`src/rtl/core/ac3hp_pkg.sv`:
```
package ac3hp_pkg;

  // Width of the saturating byte counter.
  localparam int COUNT_BITS = 13;
  localparam int HDR_BYTES  = 7;

  localparam logic [7:0] SYNC_HI = 8'h0B;
  localparam logic [7:0] SYNC_LO = 8'h77;

  typedef enum logic [1:0] {
    ST_OK   = 2'd0,
    ST_MORE = 2'd1,
    ST_BAD  = 2'd2
  } status_t;

  // Frame size in 16-bit words, one table per AC-3 sample rate code.
  localparam logic [10:0] WORDS_48K [38] = '{
    11'd64,   11'd64,   11'd80,   11'd80,   11'd96,   11'd96,   11'd112,  11'd112,
    11'd128,  11'd128,  11'd160,  11'd160,  11'd192,  11'd192,  11'd224,  11'd224,
    11'd256,  11'd256,  11'd320,  11'd320,  11'd384,  11'd384,  11'd448,  11'd448,
    11'd512,  11'd512,  11'd640,  11'd640,  11'd768,  11'd768,  11'd896,  11'd896,
    11'd1024, 11'd1024, 11'd1152, 11'd1152, 11'd1280, 11'd1280};
  localparam logic [10:0] WORDS_44K [38] = '{
    11'd69,   11'd70,   11'd87,   11'd88,   11'd104,  11'd105,  11'd121,  11'd122,
    11'd139,  11'd140,  11'd174,  11'd175,  11'd208,  11'd209,  11'd243,  11'd244,
    11'd278,  11'd279,  11'd348,  11'd349,  11'd417,  11'd418,  11'd487,  11'd488,
    11'd557,  11'd558,  11'd696,  11'd697,  11'd835,  11'd836,  11'd975,  11'd976,
    11'd1114, 11'd1115, 11'd1253, 11'd1254, 11'd1393, 11'd1394};
  localparam logic [10:0] WORDS_32K [38] = '{
    11'd96,   11'd96,   11'd120,  11'd120,  11'd144,  11'd144,  11'd168,  11'd168,
    11'd192,  11'd192,  11'd240,  11'd240,  11'd288,  11'd288,  11'd336,  11'd336,
    11'd384,  11'd384,  11'd480,  11'd480,  11'd576,  11'd576,  11'd672,  11'd672,
    11'd768,  11'd768,  11'd960,  11'd960,  11'd1152, 11'd1152, 11'd1344, 11'd1344,
    11'd1536, 11'd1536, 11'd1728, 11'd1728, 11'd1920, 11'd1920};

  // Full-bandwidth channel count for each acmod.
  localparam logic [2:0] CHAN_TAB [8] = '{3'd2, 3'd1, 3'd2, 3'd3, 3'd3, 3'd4, 3'd4, 3'd5};

  // Header snapshot handed from the capture stage to the decoder.
  typedef struct packed {
    logic [HDR_BYTES-1:0][7:0] hdr;
    logic [COUNT_BITS-1:0]     count;
    logic                      enhanced;
  } snap_t;

  typedef struct packed {
    status_t         status;
    logic [12:0]     frame_bytes;
    logic [15:0]     sample_rate;
    logic [10:0]     samples_per_frame;
    logic [5:0]      frame_size_code;
    logic [4:0]      stream_id;
    logic [2:0]      service_mode;
    logic [2:0]      coding_mode;
    logic [2:0]      channel_count;
    logic            lfe_on;
  } res_t;

  function automatic logic [15:0] base_rate(input logic [1:0] fs);
    logic [15:0] r;
    case (fs)
      2'd0:    r = 16'd48000;
      2'd1:    r = 16'd44100;
      2'd2:    r = 16'd32000;
      default: r = 16'd0;
    endcase
    return r;
  endfunction

  function automatic logic [15:0] half_rate(input logic [1:0] code);
    logic [15:0] r;
    case (code)
      2'd0:    r = 16'd24000;
      2'd1:    r = 16'd22050;
      2'd2:    r = 16'd16000;
      default: r = 16'd0;
    endcase
    return r;
  endfunction

  function automatic logic [10:0] ac3_words(input logic [5:0] code, input logic [1:0] fs);
    logic [10:0] w;
    case (fs)
      2'd0:    w = WORDS_48K[code];
      2'd1:    w = WORDS_44K[code];
      2'd2:    w = WORDS_32K[code];
      default: w = 11'd0;
    endcase
    return w;
  endfunction

endpackage

```
`src/rtl/core/ac3hp_if.sv`:
```
interface ac3hp_in_if;
  import ac3hp_pkg::*;
  logic       valid;
  logic       ready;
  logic [7:0] data_byte;
  logic       last_byte;

  modport source (output valid, data_byte, last_byte, input ready);
  modport sink   (input valid, data_byte, last_byte, output ready);
endinterface

interface ac3hp_out_if;
  import ac3hp_pkg::*;
  logic        valid;
  logic        ready;
  status_t     status;
  logic [12:0] frame_bytes;
  logic [15:0] sample_rate;
  logic [10:0] samples_per_frame;
  logic [5:0]  frame_size_code;
  logic [4:0]  stream_id;
  logic [2:0]  service_mode;
  logic [2:0]  coding_mode;
  logic [2:0]  channel_count;
  logic        lfe_on;

  modport source (output valid, status, frame_bytes, sample_rate, samples_per_frame,
                  frame_size_code, stream_id, service_mode, coding_mode, channel_count,
                  lfe_on, input ready);
  modport sink   (input valid, status, frame_bytes, sample_rate, samples_per_frame,
                  frame_size_code, stream_id, service_mode, coding_mode, channel_count,
                  lfe_on, output ready);
endinterface

```
`src/rtl/core/ac3hp_capture.sv`:
```
module ac3hp_capture import ac3hp_pkg::*; (
  input  logic            clk,
  input  logic            rst_n,
  ac3hp_in_if.sink        in_ch,
  input  logic            cfg_we,
  input  logic            cfg_data,
  input  logic            snap_take,
  output logic            snap_valid,
  output snap_t           snap
);

  logic [COUNT_BITS-1:0]          cnt_r, cnt_nxt, cnt_inc;
  logic [HDR_BYTES-1:0][7:0]      store_r;
  logic [HDR_BYTES-1:0][7:0]      hdr_merged;
  logic                           mode_r;
  logic                           snap_vld_r, snap_vld_nxt;
  snap_t                          snap_r;
  logic                           accept;

  assign in_ch.ready = !snap_vld_r || snap_take;
  assign accept      = in_ch.valid && in_ch.ready;

  // The count saturates at all ones, far above any legal frame length.
  assign cnt_inc = (cnt_r == {COUNT_BITS{1'b1}}) ? cnt_r : cnt_r + COUNT_BITS'(1);

  always_comb begin
    cnt_nxt = cnt_r;
    if (accept) begin
      cnt_nxt = in_ch.last_byte ? '0 : cnt_inc;
    end
  end

  // The byte in flight joins the stored ones so the snapshot is complete.
  always_comb begin
    for (int i = 0; i < HDR_BYTES; i++) begin
      hdr_merged[i] = (cnt_r == COUNT_BITS'(i)) ? in_ch.data_byte : store_r[i];
    end
  end

  always_comb begin
    snap_vld_nxt = snap_vld_r;
    if (snap_take) begin
      snap_vld_nxt = 1'b0;
    end
    if (accept && in_ch.last_byte) begin
      snap_vld_nxt = 1'b1;
    end
  end

  always_ff @(posedge clk) begin
    if (!rst_n) begin
      cnt_r      <= '0;
      mode_r     <= 1'b0;
      snap_vld_r <= 1'b0;
    end else begin
      cnt_r      <= cnt_nxt;
      snap_vld_r <= snap_vld_nxt;
      if (cfg_we) begin
        mode_r <= cfg_data;
      end
    end
  end

  always_ff @(posedge clk) begin
    if (accept && (cnt_r < COUNT_BITS'(HDR_BYTES))) begin
      store_r[cnt_r[2:0]] <= in_ch.data_byte;
    end
    if (accept && in_ch.last_byte) begin
      snap_r.hdr      <= hdr_merged;
      snap_r.count    <= cnt_inc;
      snap_r.enhanced <= mode_r;
    end
  end

  assign snap_valid = snap_vld_r;
  assign snap       = snap_r;

endmodule

```
`src/rtl/core/ac3hp_decode.sv`:
```
module ac3hp_decode import ac3hp_pkg::*; (
  input  logic            clk,
  input  logic            rst_n,
  input  logic            snap_valid,
  input  snap_t           snap,
  output logic            snap_take,
  ac3hp_out_if.source     out_ch
);

  logic                  out_vld_r, out_vld_nxt;
  res_t                  res_r, res_nxt;
  logic                  sync_ok;
  logic [7:0]            b2, b3, b4, b5, b6;
  logic [1:0]            fs, nb;
  logic [5:0]            code;
  logic [2:0]            acm_std, acm_enh;
  logic [12:0]           len_std, len_enh;
  logic [2:0]            lfe_idx;

  assign snap_take = snap_valid && (!out_vld_r || out_ch.ready);

  assign b2      = snap.hdr[2];
  assign b3      = snap.hdr[3];
  assign b4      = snap.hdr[4];
  assign b5      = snap.hdr[5];
  assign b6      = snap.hdr[6];
  assign fs      = b4[7:6];
  assign nb      = b4[5:4];
  assign code    = b4[5:0];
  assign acm_std = b6[7:5];
  assign acm_enh = b4[3:1];
  assign sync_ok = (snap.hdr[0] == SYNC_HI) && (snap.hdr[1] == SYNC_LO);
  assign len_std = {1'b0, ac3_words(code, fs), 1'b0};
  assign len_enh = {({1'b0, b2[2:0], b3} + 12'd1), 1'b0};

  // The LFE flag moves toward the low end of the byte as the optional
  // mix level and surround mode fields appear for the given channel layout.
  always_comb begin
    lfe_idx = 3'd4;
    if (acm_std[0] && (acm_std != 3'd1)) begin
      lfe_idx = lfe_idx - 3'd2;
    end
    if (acm_std[2]) begin
      lfe_idx = lfe_idx - 3'd2;
    end
    if (acm_std == 3'd2) begin
      lfe_idx = lfe_idx - 3'd2;
    end
  end

  always_comb begin
    res_nxt = '0;
    res_nxt.status = ST_OK;
    if (!snap.enhanced) begin
      if (snap.count < COUNT_BITS'(7)) begin
        res_nxt.status = ST_MORE;
      end else if (!sync_ok || (fs == 2'd3) || (code > 6'd37)) begin
        res_nxt.status = ST_BAD;
      end else begin
        res_nxt.frame_bytes = len_std;
        if (snap.count < COUNT_BITS'(len_std)) begin
          res_nxt.status = ST_MORE;
        end else begin
          res_nxt.sample_rate       = base_rate(fs);
          res_nxt.samples_per_frame = 11'd1536;
          res_nxt.frame_size_code   = code;
          res_nxt.stream_id         = b5[7:3];
          res_nxt.service_mode      = b5[2:0];
          res_nxt.coding_mode       = acm_std;
          res_nxt.channel_count     = CHAN_TAB[acm_std];
          res_nxt.lfe_on            = b6[lfe_idx];
        end
      end
    end else begin
      if (snap.count < COUNT_BITS'(6)) begin
        res_nxt.status = ST_MORE;
      end else if (!sync_ok) begin
        res_nxt.status = ST_BAD;
      end else begin
        res_nxt.frame_bytes = len_enh;
        if (len_enh < 13'd6) begin
          res_nxt.status = ST_BAD;
        end else if (snap.count < COUNT_BITS'(len_enh)) begin
          res_nxt.status = ST_MORE;
        end else if ((fs == 2'd3) && (nb == 2'd3)) begin
          res_nxt.status = ST_BAD;
        end else begin
          if (fs == 2'd3) begin
            res_nxt.sample_rate       = half_rate(nb);
            res_nxt.samples_per_frame = 11'd1536;
          end else begin
            res_nxt.sample_rate = base_rate(fs);
            case (nb)
              2'd0:    res_nxt.samples_per_frame = 11'd256;
              2'd1:    res_nxt.samples_per_frame = 11'd512;
              2'd2:    res_nxt.samples_per_frame = 11'd768;
              default: res_nxt.samples_per_frame = 11'd1536;
            endcase
          end
          res_nxt.stream_id     = b5[7:3];
          res_nxt.coding_mode   = acm_enh;
          res_nxt.channel_count = CHAN_TAB[acm_enh];
          res_nxt.lfe_on        = b4[0];
        end
      end
    end
  end

  always_comb begin
    out_vld_nxt = out_vld_r;
    if (out_ch.ready) begin
      out_vld_nxt = 1'b0;
    end
    if (snap_take) begin
      out_vld_nxt = 1'b1;
    end
  end

  always_ff @(posedge clk) begin
    if (!rst_n) begin
      out_vld_r <= 1'b0;
    end else begin
      out_vld_r <= out_vld_nxt;
    end
  end

  always_ff @(posedge clk) begin
    if (snap_take) begin
      res_r <= res_nxt;
    end
  end

  assign out_ch.valid             = out_vld_r;
  assign out_ch.status            = res_r.status;
  assign out_ch.frame_bytes       = res_r.frame_bytes;
  assign out_ch.sample_rate       = res_r.sample_rate;
  assign out_ch.samples_per_frame = res_r.samples_per_frame;
  assign out_ch.frame_size_code   = res_r.frame_size_code;
  assign out_ch.stream_id         = res_r.stream_id;
  assign out_ch.service_mode      = res_r.service_mode;
  assign out_ch.coding_mode       = res_r.coding_mode;
  assign out_ch.channel_count     = res_r.channel_count;
  assign out_ch.lfe_on            = res_r.lfe_on;

endmodule

```
`src/rtl/core/ac3_eac3_frame_header_parser.sv`:
```
// Channel   Direction  Transfer carries
// in_ch     sink       data_byte, last_byte (one buffer byte per transfer)
// out_ch    source     status, frame_bytes and decoded header fields
// cfg_*     write      enhanced_mode (0 AC-3, 1 E-AC-3)
//
// One byte is taken per cycle while in_ch.ready is high. The transfer of a byte
// marked last loads the header snapshot register; the decoded result is loaded
// into the output register when that register is free, and is taken from there.
// Reset (rst_n low at a clock edge) clears the byte count, the mode and both
// valid flags; captured header bytes are not cleared.
// A stalled output holds its result while the snapshot stage keeps one more
// header; only then does in_ch.ready drop.
module ac3_eac3_frame_header_parser import ac3hp_pkg::*; (
  input  logic          clk,
  input  logic          rst_n,
  ac3hp_in_if.sink      in_ch,
  ac3hp_out_if.source   out_ch,
  input  logic          cfg_we,
  input  logic          cfg_data
);

  // Snapshot of the header bytes, count and mode for one finished buffer.
  snap_t snap;
  logic  snap_valid;
  logic  snap_take;

  // The capture stage counts bytes, keeps the first seven, and freezes them
  // when the marked byte arrives so the next buffer can start at once.
  ac3hp_capture u_capture (
    .clk        (clk),
    .rst_n      (rst_n),
    .in_ch      (in_ch),
    .cfg_we     (cfg_we),
    .cfg_data   (cfg_data),
    .snap_take  (snap_take),
    .snap_valid (snap_valid),
    .snap       (snap)
  );

  // The decoder runs the header checks in order and registers the result.
  ac3hp_decode u_decode (
    .clk        (clk),
    .rst_n      (rst_n),
    .snap_valid (snap_valid),
    .snap       (snap),
    .snap_take  (snap_take),
    .out_ch     (out_ch)
  );

endmodule

```
`src/flat_wrapper.sv`:
```
// flat-port wrapper written by rule: the top's interface ports become plain ports
module ac3_eac3_frame_header_parser_flat import ac3hp_pkg::*;
  (clk, rst_n, cfg_we, cfg_data, in_ch_valid, in_ch_data_byte, in_ch_last_byte, in_ch_ready, out_ch_valid, out_ch_status, out_ch_frame_bytes, out_ch_sample_rate, out_ch_samples_per_frame, out_ch_frame_size_code, out_ch_stream_id, out_ch_service_mode, out_ch_coding_mode, out_ch_channel_count, out_ch_lfe_on, out_ch_ready);
  ac3hp_in_if in_ch_i ();
  ac3hp_out_if out_ch_i ();
  input  logic clk;
  input  logic rst_n;
  input  logic cfg_we;
  input  logic cfg_data;
  input wire logic [$bits(in_ch_i.valid)-1:0] in_ch_valid;
  input wire logic [$bits(in_ch_i.data_byte)-1:0] in_ch_data_byte;
  input wire logic [$bits(in_ch_i.last_byte)-1:0] in_ch_last_byte;
  output wire logic [$bits(in_ch_i.ready)-1:0] in_ch_ready;
  output wire logic [$bits(out_ch_i.valid)-1:0] out_ch_valid;
  output wire logic [$bits(out_ch_i.status)-1:0] out_ch_status;
  output wire logic [$bits(out_ch_i.frame_bytes)-1:0] out_ch_frame_bytes;
  output wire logic [$bits(out_ch_i.sample_rate)-1:0] out_ch_sample_rate;
  output wire logic [$bits(out_ch_i.samples_per_frame)-1:0] out_ch_samples_per_frame;
  output wire logic [$bits(out_ch_i.frame_size_code)-1:0] out_ch_frame_size_code;
  output wire logic [$bits(out_ch_i.stream_id)-1:0] out_ch_stream_id;
  output wire logic [$bits(out_ch_i.service_mode)-1:0] out_ch_service_mode;
  output wire logic [$bits(out_ch_i.coding_mode)-1:0] out_ch_coding_mode;
  output wire logic [$bits(out_ch_i.channel_count)-1:0] out_ch_channel_count;
  output wire logic [$bits(out_ch_i.lfe_on)-1:0] out_ch_lfe_on;
  input wire logic [$bits(out_ch_i.ready)-1:0] out_ch_ready;
  assign in_ch_i.valid = in_ch_valid;
  assign in_ch_i.data_byte = in_ch_data_byte;
  assign in_ch_i.last_byte = in_ch_last_byte;
  assign in_ch_ready = in_ch_i.ready;
  assign out_ch_valid = out_ch_i.valid;
  assign out_ch_status = out_ch_i.status;
  assign out_ch_frame_bytes = out_ch_i.frame_bytes;
  assign out_ch_sample_rate = out_ch_i.sample_rate;
  assign out_ch_samples_per_frame = out_ch_i.samples_per_frame;
  assign out_ch_frame_size_code = out_ch_i.frame_size_code;
  assign out_ch_stream_id = out_ch_i.stream_id;
  assign out_ch_service_mode = out_ch_i.service_mode;
  assign out_ch_coding_mode = out_ch_i.coding_mode;
  assign out_ch_channel_count = out_ch_i.channel_count;
  assign out_ch_lfe_on = out_ch_i.lfe_on;
  assign out_ch_i.ready = out_ch_ready;
  ac3_eac3_frame_header_parser u_core (.clk(clk), .rst_n(rst_n), .in_ch(in_ch_i), .out_ch(out_ch_i), .cfg_we(cfg_we), .cfg_data(cfg_data));
endmodule
```
`config.mk`:
```
export PLATFORM = sky130hd
export DESIGN_NAME = ac3_eac3_frame_header_parser_flat
export DESIGN_NICKNAME = d
export VERILOG_FILES = /design/src/rtl/core/ac3hp_pkg.sv /design/src/rtl/core/ac3hp_if.sv /design/src/rtl/core/ac3hp_capture.sv /design/src/rtl/core/ac3hp_decode.sv /design/src/rtl/core/ac3_eac3_frame_header_parser.sv /design/src/flat_wrapper.sv
export SDC_FILE = /design/constraint.sdc
export NUM_CORES = 1
export LEC_CHECK = 0
export BUFFER_PORTS_ARGS = -buffer_cell sky130_fd_sc_hd__buf_2
export CORE_UTILIZATION = 54
export DETAILED_ROUTE_END_ITERATION = 10
export PLACE_DENSITY = 0.79
export SKIP_LAST_GASP = 1
export SYNTH_ARGS = -nofsm -noshare
export SYNTH_HDL_FRONTEND = slang
export SYNTH_SLANG_ARGS = --single-unit
```
`constraint.sdc`:
```
create_clock -name clk -period 3.75 [get_ports clk]
set_clock_uncertainty 0.1 [all_clocks]
set_input_delay 1.125 -clock clk [delete_from_list [all_inputs] [get_ports clk]]
set_output_delay 1.125 -clock clk [all_outputs]
set_load 0.02 [all_outputs]
```
==> flow_metrics.tcl, run 1 <==
set metrics [dict create \
    reg2reg_from "u_core.u_capture.snap[48]" \
    num_antenna_cells 0 \
    fin_nets 895 \
    cts.htree.levels 4 \
    finalCritPeriodShare_pct 95.6 \
    grt_pass1_wl_mm 32.1 \
    p_leak_nw 3.89 \
    r2r_end "u_core.u_decode.out_ch.sample_rate[8]" \
    p_switching_mw 1.07 \
    die_width_um 133 \
    sw_frac_of_total_pct 25.0 \
    drt-met1-wl_mm 8.75 \
    row_count 47 \
    grt_max_degree 65 \
    gp_congestion 0.927 \
    cts_made_buffers 17 \
    synthArstFlopShare_pct 0 \
    setup_tns_ns 0 \
    grt_pass1_vias 5978 \
    regToRegSetupSlack_ns 0.17 \
    place_area_mm2 0.00991 \
    synth_top_area_cell "edfxtp_1" \
    synth_area_per_cell_um2 12.5 \
    synth_edf_count 162 \
    pre_cts_slack_ns 0.0265 \
    drc 0 \
    hold_end "u_core.u_capture.snap[0]" \
    critPathMaxFanout 8 \
    finalSetupViolCount 0 \
    first_iter_violations 562 \
    path_class "flip-flop to flip-flop" \
    finalMaxSlewViolations 0 \
    worst_slew_pin_slew_ns 0.741 \
    path_clk_slew_ns 0.08 \
    power_frac_comb_pct 6.8 \
    clock-sinks 178 \
    reg2regPathDepth 14 \
    rsz0062_at_grt "false" \
    antenna_left 0 \
    cp.arrival_ns 3.66 \
    hold_violations 0 \
    postLayoutCellArea_mm2 0.0106 \
    intPower_mw 3.21 \
    ys_types 75 \
    die_h_um 133 \
    multi_input_area_mm2 0.00384 \
    required_ns 3.83 \
    synth_seq_cells 178 \
    power_frac_clock_pct 40.9 \
    holdPathStages 0 \
    worstHoldPathType "flip-flop to flip-flop" \
    finalPower_mw 4.27 \
    dp_hpwl_mm 14.4 \
    fmax_mhz 279 \
    area_delta_synth_final_pct 14.3 \
    clock_path_buffers 2 \
    synthesis.area_mm2 0.00925 \
    grt_usage_pct 23.8 \
    start_util_pct 55.6 \
    yosys_warnings 0 \
    io_pins 80 \
    cts_tree "done" \
    relSlewSlack_pct 50.4 \
    p_per_area_mw_per_mm2 404 \
    antenna_found_initial 0 \
    postSynthCellCount 741 \
    die_area_mm2 0.0177 \
    fin_ws_ns 0.165 \
    firstDrtPassIters 6 \
    dr_wl_met3_mm 1.01 \
    min_from "u_core.u_capture.mode_r" \
    root_buffer "clkbuf_16" \
    dominantRegCellSynth "edfxtp_1" \
    wire_per_inst_um 18.9 \
    p_seq_share_pct 52.3 \
    highest_layer "met4" \
    vias 6250 \
    clk_latency_ns 0.44 \
    irDropWorstVdd_mv 0.328 \
    numPortBuffers 67 \
    holdWs_ns 0.355 \
    cp-start-kind "flip-flop" \
    maxCapViolCount 0 \
    min_period_ns 3.58 \
    netlist.area_leader.share_pct 52.6 \
    startpoint "u_core.u_capture.snap[48]" \
    core-area_mm2 0.0166 \
    synth_area_leaders "edfxtp_1, ha_1, mux2_2" \
    met2RoutedLength_mm 9.86 \
    ys_seq_area_share_pct 56.0 \
    postCtsHoldBufs 0 \
    fillers 1260 \
    drt-total-wl_mm 20.1 \
    overflow 0 \
    via_per_inst 5.90 \
    drive_above_1_share_pct 26.7 \
    regArea_mm2 0.00518 \
    endpoint_kind "flip-flop" \
    status "finished, final reports clean" \
]
## metal layers
metal	vias to the layer above	GRT usage [%]
met5	-	0
met4	0	8.62
met3	40	4.64
met2	226	39.2
met1	3003	31.3
li1	2981	-
## layout by cell type (no fill, tap or decap), types with 11 or more instances in the layout
| master | netlist | routed |
|---|---|---|
| dfxtp_1 | 16 | 16 |
| o21ai_0 | 26 | 24 |
| o22ai_1 | 13 | 13 |
| mux2_2 | 51 | 51 |
| nand3_1 | 21 | 21 |
| a21oi_1 | 21 | 20 |
| clkbuf_16 | 0 | 17 |
| edfxtp_1 | 162 | 162 |
| nand2b_1 | 12 | 12 |
| nor2_1 | 43 | 43 |
| conb_1 | 1 | 12 |
| ha_1 | 54 | 51 |
| buf_4 | 13 | 29 |
| nand4_1 | 11 | 11 |
| nor3_1 | 17 | 17 |
| inv_1 | 25 | 20 |
| buf_2 | 3 | 67 |
| and3_1 | 14 | 13 |
| nand2_1 | 42 | 42 |
## cells in the mapped netlist, types with 4 or more instances
| cell | number |
|---|---|
| xnor2_1 | 10 |
| nand3_1 | 21 |
| nor2b_1 | 6 |
| xor2_1 | 10 |
| and3_1 | 14 |
| nand2b_1 | 12 |
| a22oi_1 | 7 |
| inv_1 | 25 |
| or2_2 | 6 |
| a211oi_1 | 10 |
| ha_1 | 54 |
| nand4_1 | 11 |
| nor3b_1 | 6 |
| o22ai_1 | 13 |
| a21o_1 | 4 |
| o21ai_0 | 26 |
| a21oi_1 | 21 |
| o211ai_1 | 5 |
| mux2i_1 | 9 |
| nor2_1 | 43 |
| o21a_1 | 8 |
| nand2_1 | 42 |
| nor2_2 | 4 |
| dfxtp_1 | 16 |
| a31oi_1 | 5 |
| nor4_1 | 5 |
| o32ai_1 | 6 |
| a22o_1 | 4 |
| buf_4 | 13 |
| edfxtp_1 | 162 |
| nor3_1 | 17 |
| clkbuf_1 | 26 |
| mux2_2 | 51 |
## metrics by stage
step                cells  utilization [%]
floorplan             752                -
global placement     1024             59.6
detailed placement   1024             59.6
CTS                  1056             63.1
global route         1059             63.5
finish               1059             63.5
## state kept, by name, summed over array words and instances, names as in the netlist, 2 cells and up
| signal | count |
|---|---|
| u_core.u_capture.store_r | 49 |
| u_core.u_capture.cnt_r | 13 |
| u_core.u_decode.out_ch.stream_id | 5 |
| u_core.u_decode.out_ch.samples_per_frame | 3 |
| u_core.u_decode.out_ch.service_mode | 3 |
| u_core.u_decode.out_ch.frame_bytes | 12 |
| u_core.u_capture.snap | 63 |
| u_core.u_decode.out_ch.channel_count | 3 |
| u_core.u_decode.out_ch.status | 2 |
| u_core.u_decode.out_ch.frame_size_code | 6 |
| u_core.u_decode.out_ch.sample_rate | 12 |
| u_core.u_decode.out_ch.coding_mode | 3 |
## cell type report
cell class / instances / share of cell area [%]
clock buffers: 18 / 4.06
clock inverters: 14 / 1.50
inverters: 27 / 0.958
multi-input cells: 504 / 36.3
flip-flops and latches: 178 / 49.0
well taps: 220 / 2.60
repair buffers: 98 / 5.56
## how the worst max path moves through the flow
stage               cells after the start  slack, ns                                      end
floorplan                              18       0.01    u_core.u_decode.out_ch.coding_mode[1]
global placement                       14       0.14    u_core.u_decode.out_ch.sample_rate[8]
detailed placement                     14       0.03    u_core.u_decode.out_ch.sample_rate[8]
CTS                                    14     0.0008    u_core.u_decode.out_ch.sample_rate[8]
global route                           11      0.005  u_core.u_decode.out_ch.channel_count[2]
finish                                 14       0.17    u_core.u_decode.out_ch.sample_rate[8]
## worst max-delay path, stage by stage, from the launching register on
cell	delay, ns
edfxtp_1	0.44
inv_2	0.09
ha_1	0.35
nand2_1	0.08
o21ai_0	0.08
mux2i_1	0.20
a21oi_2	0.09
or2_2	0.28
ha_1	0.30
and4b_1	0.22
a221oi_2	0.26
o211ai_1	0.15
a21o_1	0.24
a22oi_4	0.30
o22ai_1	0.16
## kinds of logic (layout without fill, tap and decap cells)
| logic type | count (synthesis) | after routing | synth area share [%] |
|---|---|---|---|
| AND/OR/NAND/NOR | 215 | 215 | 12.9 |
| buffers and inverters | 70 | 157 | 3.49 |
| multiplexers | 61 | 61 | 7.42 |
| other | 1 | 12 | 0.0405 |
| XOR/XNOR | 20 | 20 | 1.89 |
| adder cells (fa/ha/maj) | 54 | 54 | 7.30 |
| AO/OA/AOI/OAI | 142 | 142 | 11.0 |
| flip-flops | 178 | 178 | 56.0 |
## repair_timing
| item | in CTS | in global routing |
|---|---|---|
| buffers inserted | 0 | 3 |
| setup endpoints to repair | 0 | 35 |
| resized for setup | 0 | 17 |
## power by group through the flow
| stage | combinational (mW) | sequential [mW] | clock, mW |
|---|---|---|---|
| after global routing | 0.317 | 2.24 | 1.85 |
| after CTS | 0.283 | 2.23 | 1.77 |
| after global placement | 0.273 | 2.28 | 0 |
| after floorplan | 0.174 | 2.29 | 0 |
| final | 0.290 | 2.24 | 1.75 |
| after detailed placement | 0.280 | 2.28 | 0 |
No activity file was read; power rests on OpenSTA's default activity.
==> run 2: changes to the inputs <==
--- a/config.mk
+++ b/config.mk
@@ -5,6 +5,7 @@
 export SDC_FILE = /design/constraint.sdc
 export NUM_CORES = 1
 export LEC_CHECK = 0
+export ABC_AREA = 1
 export BUFFER_PORTS_ARGS = -buffer_cell sky130_fd_sc_hd__buf_2
 export CORE_UTILIZATION = 54
 export DETAILED_ROUTE_END_ITERATION = 10
==> run 2 against run 1 <==
Global-route usage shrank 0.080 points. Worst setup slack gained 0.080 ns. Fmax grew 2.3%. Critical path depth shrank 1. Via count grew 7.2%. Largest power group unchanged.
==> flow_metrics.tcl, run 2 <==
set metrics [dict create \
    first_iter_violations 579 \
    netlist.area_leader.share_pct 52.8 \
    relSlewSlack_pct 59.2 \
    sw_frac_of_total_pct 23.6 \
    worstHoldPathType "flip-flop to flip-flop" \
    finalSetupViolCount 0 \
    clk_latency_ns 0.43 \
    stdcell_count 1218 \
    irDropWorstVdd_mv 0.300 \
    grt_usage_pct 23.7 \
    yosysMostFrequentCell "nand2_1" \
    fin_nets 1054 \
    endpoint "u_core.u_decode.out_ch.stream_id[2]" \
    rsz0062_at_grt "false" \
    clock-sinks 178 \
    finalCritPeriodShare_pct 93.5 \
    drc 0 \
    grt_max_degree 55 \
    path_cells "ha_1 > inv_2 > nand2_1 > o32ai_1 > inv_1 > ha_1 > nand4_1 > inv_1 > a211oi_2 > nand2_2 > nand2_8 > buf_4 > a21boi_2" \
    dp_hpwl_mm 14.6 \
    synthesis.area_mm2 0.00921 \
    reg2reg_from "u_core.u_capture.snap[52]" \
    critPathSlowestCell "edfxtp_1" \
    cts.htree.levels 4 \
    endpoint_kind "flip-flop" \
    final_common_cell "nand2_1" \
    fmax_mhz 285 \
    critPathMaxFanout 23 \
    regArea_mm2 0.00518 \
    synthArstFlopShare_pct 0 \
    power_frac_clock_pct 41.3 \
    root_buffer "clkbuf_16" \
    cts_tree "done" \
    synth_edf_count 162 \
    cts_setup_buffers 0 \
    row_count 47 \
    ys_types 57 \
    area_delta_synth_final_pct 13.5 \
    cts_resized 0 \
    setup_tns_ns 0 \
    start_util_pct 55.3 \
    p_seq_share_pct 52.0 \
    regToRegSetupSlack_ns 0.25 \
    io_pins 80 \
    cts_made_buffers 17 \
    p_leak_nw 4.17 \
    layout_common_cells "nand2_1, edfxtp_1, inv_1, o21ai_0, buf_2" \
    largest_reg_flops 63 \
    cp.arrival_ns 3.58 \
    die_h_um 133 \
    reg2regPathDepth 13 \
    synth_top_area_cell "edfxtp_1" \
    required_ns 3.83 \
    wire_per_inst_um 16.6 \
    min_period_ns 3.50 \
    startpoint "u_core.u_capture.snap[52]" \
    core-area_mm2 0.0166 \
    die_area_mm2 0.0176 \
    yosys_warnings 0 \
    p_per_area_mw_per_mm2 414 \
    synth_area_leaders "edfxtp_1, nand2_1, ha_1" \
    numPortBuffers 67 \
    path_clk_slew_ns 0.07 \
    finalMaxSlewViolations 0 \
    finalPower_mw 4.32 \
    r2r_end "u_core.u_decode.out_ch.stream_id[2]" \
    power_frac_comb_pct 6.7 \
    postSynthCellCount 900 \
    hold_violations 0 \
    overflow 0 \
    grt_pass1_vias 6205 \
    drive_above_1_share_pct 17.5 \
    maxCapViolCount 0 \
    cp-start-kind "flip-flop" \
    p_switching_mw 1.02 \
    yosys-top-cells-count "nand2_1, edfxtp_1, inv_1" \
    crit_family "simple AND/OR/NAND/NOR gates" \
    status "finished, final reports clean" \
    firstDrtPassIters 5 \
    dominantRegCellSynth "edfxtp_1" \
    antenna_left 0 \
    clock_path_buffers 2 \
    path_buf_inv 4 \
    vias 6698 \
    postCtsHoldBufs 0 \
    antenna_found_initial 0 \
    path_depth 13 \
    grt_pass1_wl_mm 31.8 \
    worst_slew_pin_slew_ns 0.613 \
    via_per_inst 5.50 \
    gp_congestion 0.956 \
    placedCellCount 1186 \
    intPower_mw 3.30 \
    synth_area_per_cell_um2 10.2 \
    die_width_um 133 \
    drt-total-wl_mm 20.2 \
    path_class "flip-flop to flip-flop" \
    multi_input_area_mm2 0.00351 \
    num_antenna_cells 0 \
    ys_seq_area_share_pct 56.3 \
    fillers 1321 \
    cpPeakStageDelay_ns 0.44 \
    synth_seq_cells 178 \
]
[run 2: cell count changes after synthesis, sizes merged, moves of 12 or more]
cell and change:
nand2 +161, a21oi +17, and3 -15, nand2b -12, nor2 +25, o21ai +58, inv +67, mux2 -51
clkbuf -13
[run 2: cells by family (layout without fill, tap and decap cells)]
kind of cell             after synthesis  after routing  synth area share (%)
AND/OR/NAND/NOR                      354            354                  17.4
flip-flops                           178            178                  56.3
AO/OA/AOI/OAI                        167            167                  10.9
buffers and inverters                131            218                  6.41
adder cells (fa/ha/maj)               54             54                  7.34
XOR/XNOR                              15             15                  1.59
other                                  1             12                0.0407
[run 2: cell type report]
cell class	count	share of cell area (%)
Inverter	94	3.38
Multi-Input combinational cell	602	33.6
Timing Repair Buffer	92	5.12
Sequential cell	178	49.6
Clock inverter	15	1.62
Clock buffer	17	4.07
Tap cell	220	2.63
[run 2: stage by stage]
stage | cell area [µm²] | utilization [%] | setup slack [ns] | hold slack (ns)
2_1_floorplan | 9260 | - | 0.585 | 0.303
3_3_place_gp | 9840 | 59.1 | 0.203 | 0.319
3_5_place_dp | 9840 | 59.1 | 0.138 | 0.319
4_1_cts | 10400 | 62.7 | 0.0828 | 0.337
5_1_grt | 10500 | 62.8 | 0.0792 | 0.358
6_report | 10500 | 62.8 | 0.245 | 0.336
[run 2: power by group through the flow]
stage | registers [mW] | clock network [mW] | logic, mW
global placement | 2.29 | 0 | 0.282
global route | 2.25 | 1.87 | 0.321
CTS | 2.25 | 1.80 | 0.289
detailed placement | 2.29 | 0 | 0.286
finish | 2.25 | 1.78 | 0.291
floorplan | 2.31 | 0 | 0.170
[run 2: how the worst min path moves through the flow]
stage,start,cells after the start,to,slack [ns]
5_1_grt,u_core.u_capture.mode_r,0,u_core.u_capture.snap[0],0.36
4_1_cts,u_core.u_capture.mode_r,0,u_core.u_capture.snap[0],0.34
6_report,u_core.u_capture.mode_r,0,u_core.u_capture.snap[0],0.34
2_1_floorplan,u_core.u_capture.mode_r,0,u_core.u_capture.snap[0],0.30
3_3_place_gp,u_core.u_capture.mode_r,0,u_core.u_capture.snap[0],0.32
3_5_place_dp,u_core.u_capture.mode_r,0,u_core.u_capture.snap[0],0.32
[run 2: worst register-to-register path: stages, from the launching register on]
cell      delay (ns)
edfxtp_1        0.44
ha_1            0.39
inv_2           0.24
nand2_1         0.20
o32ai_1         0.33
inv_1           0.11
ha_1            0.32
nand4_1         0.15
inv_1           0.07
a211oi_2        0.28
nand2_2         0.18
nand2_8         0.20
buf_4           0.19
a21boi_2        0.05
[run 2: layer usage]
layer,up-vias,part of all wire [%],wire length (µm),GRT usage (%)
met1,3142,43,8620,29.9
li1,3248,-,-,-
met3,48,4.6,922,3.72
met4,0,3.3,676,11.5
met2,260,49,9970,40.1
met5,-,0,0,0
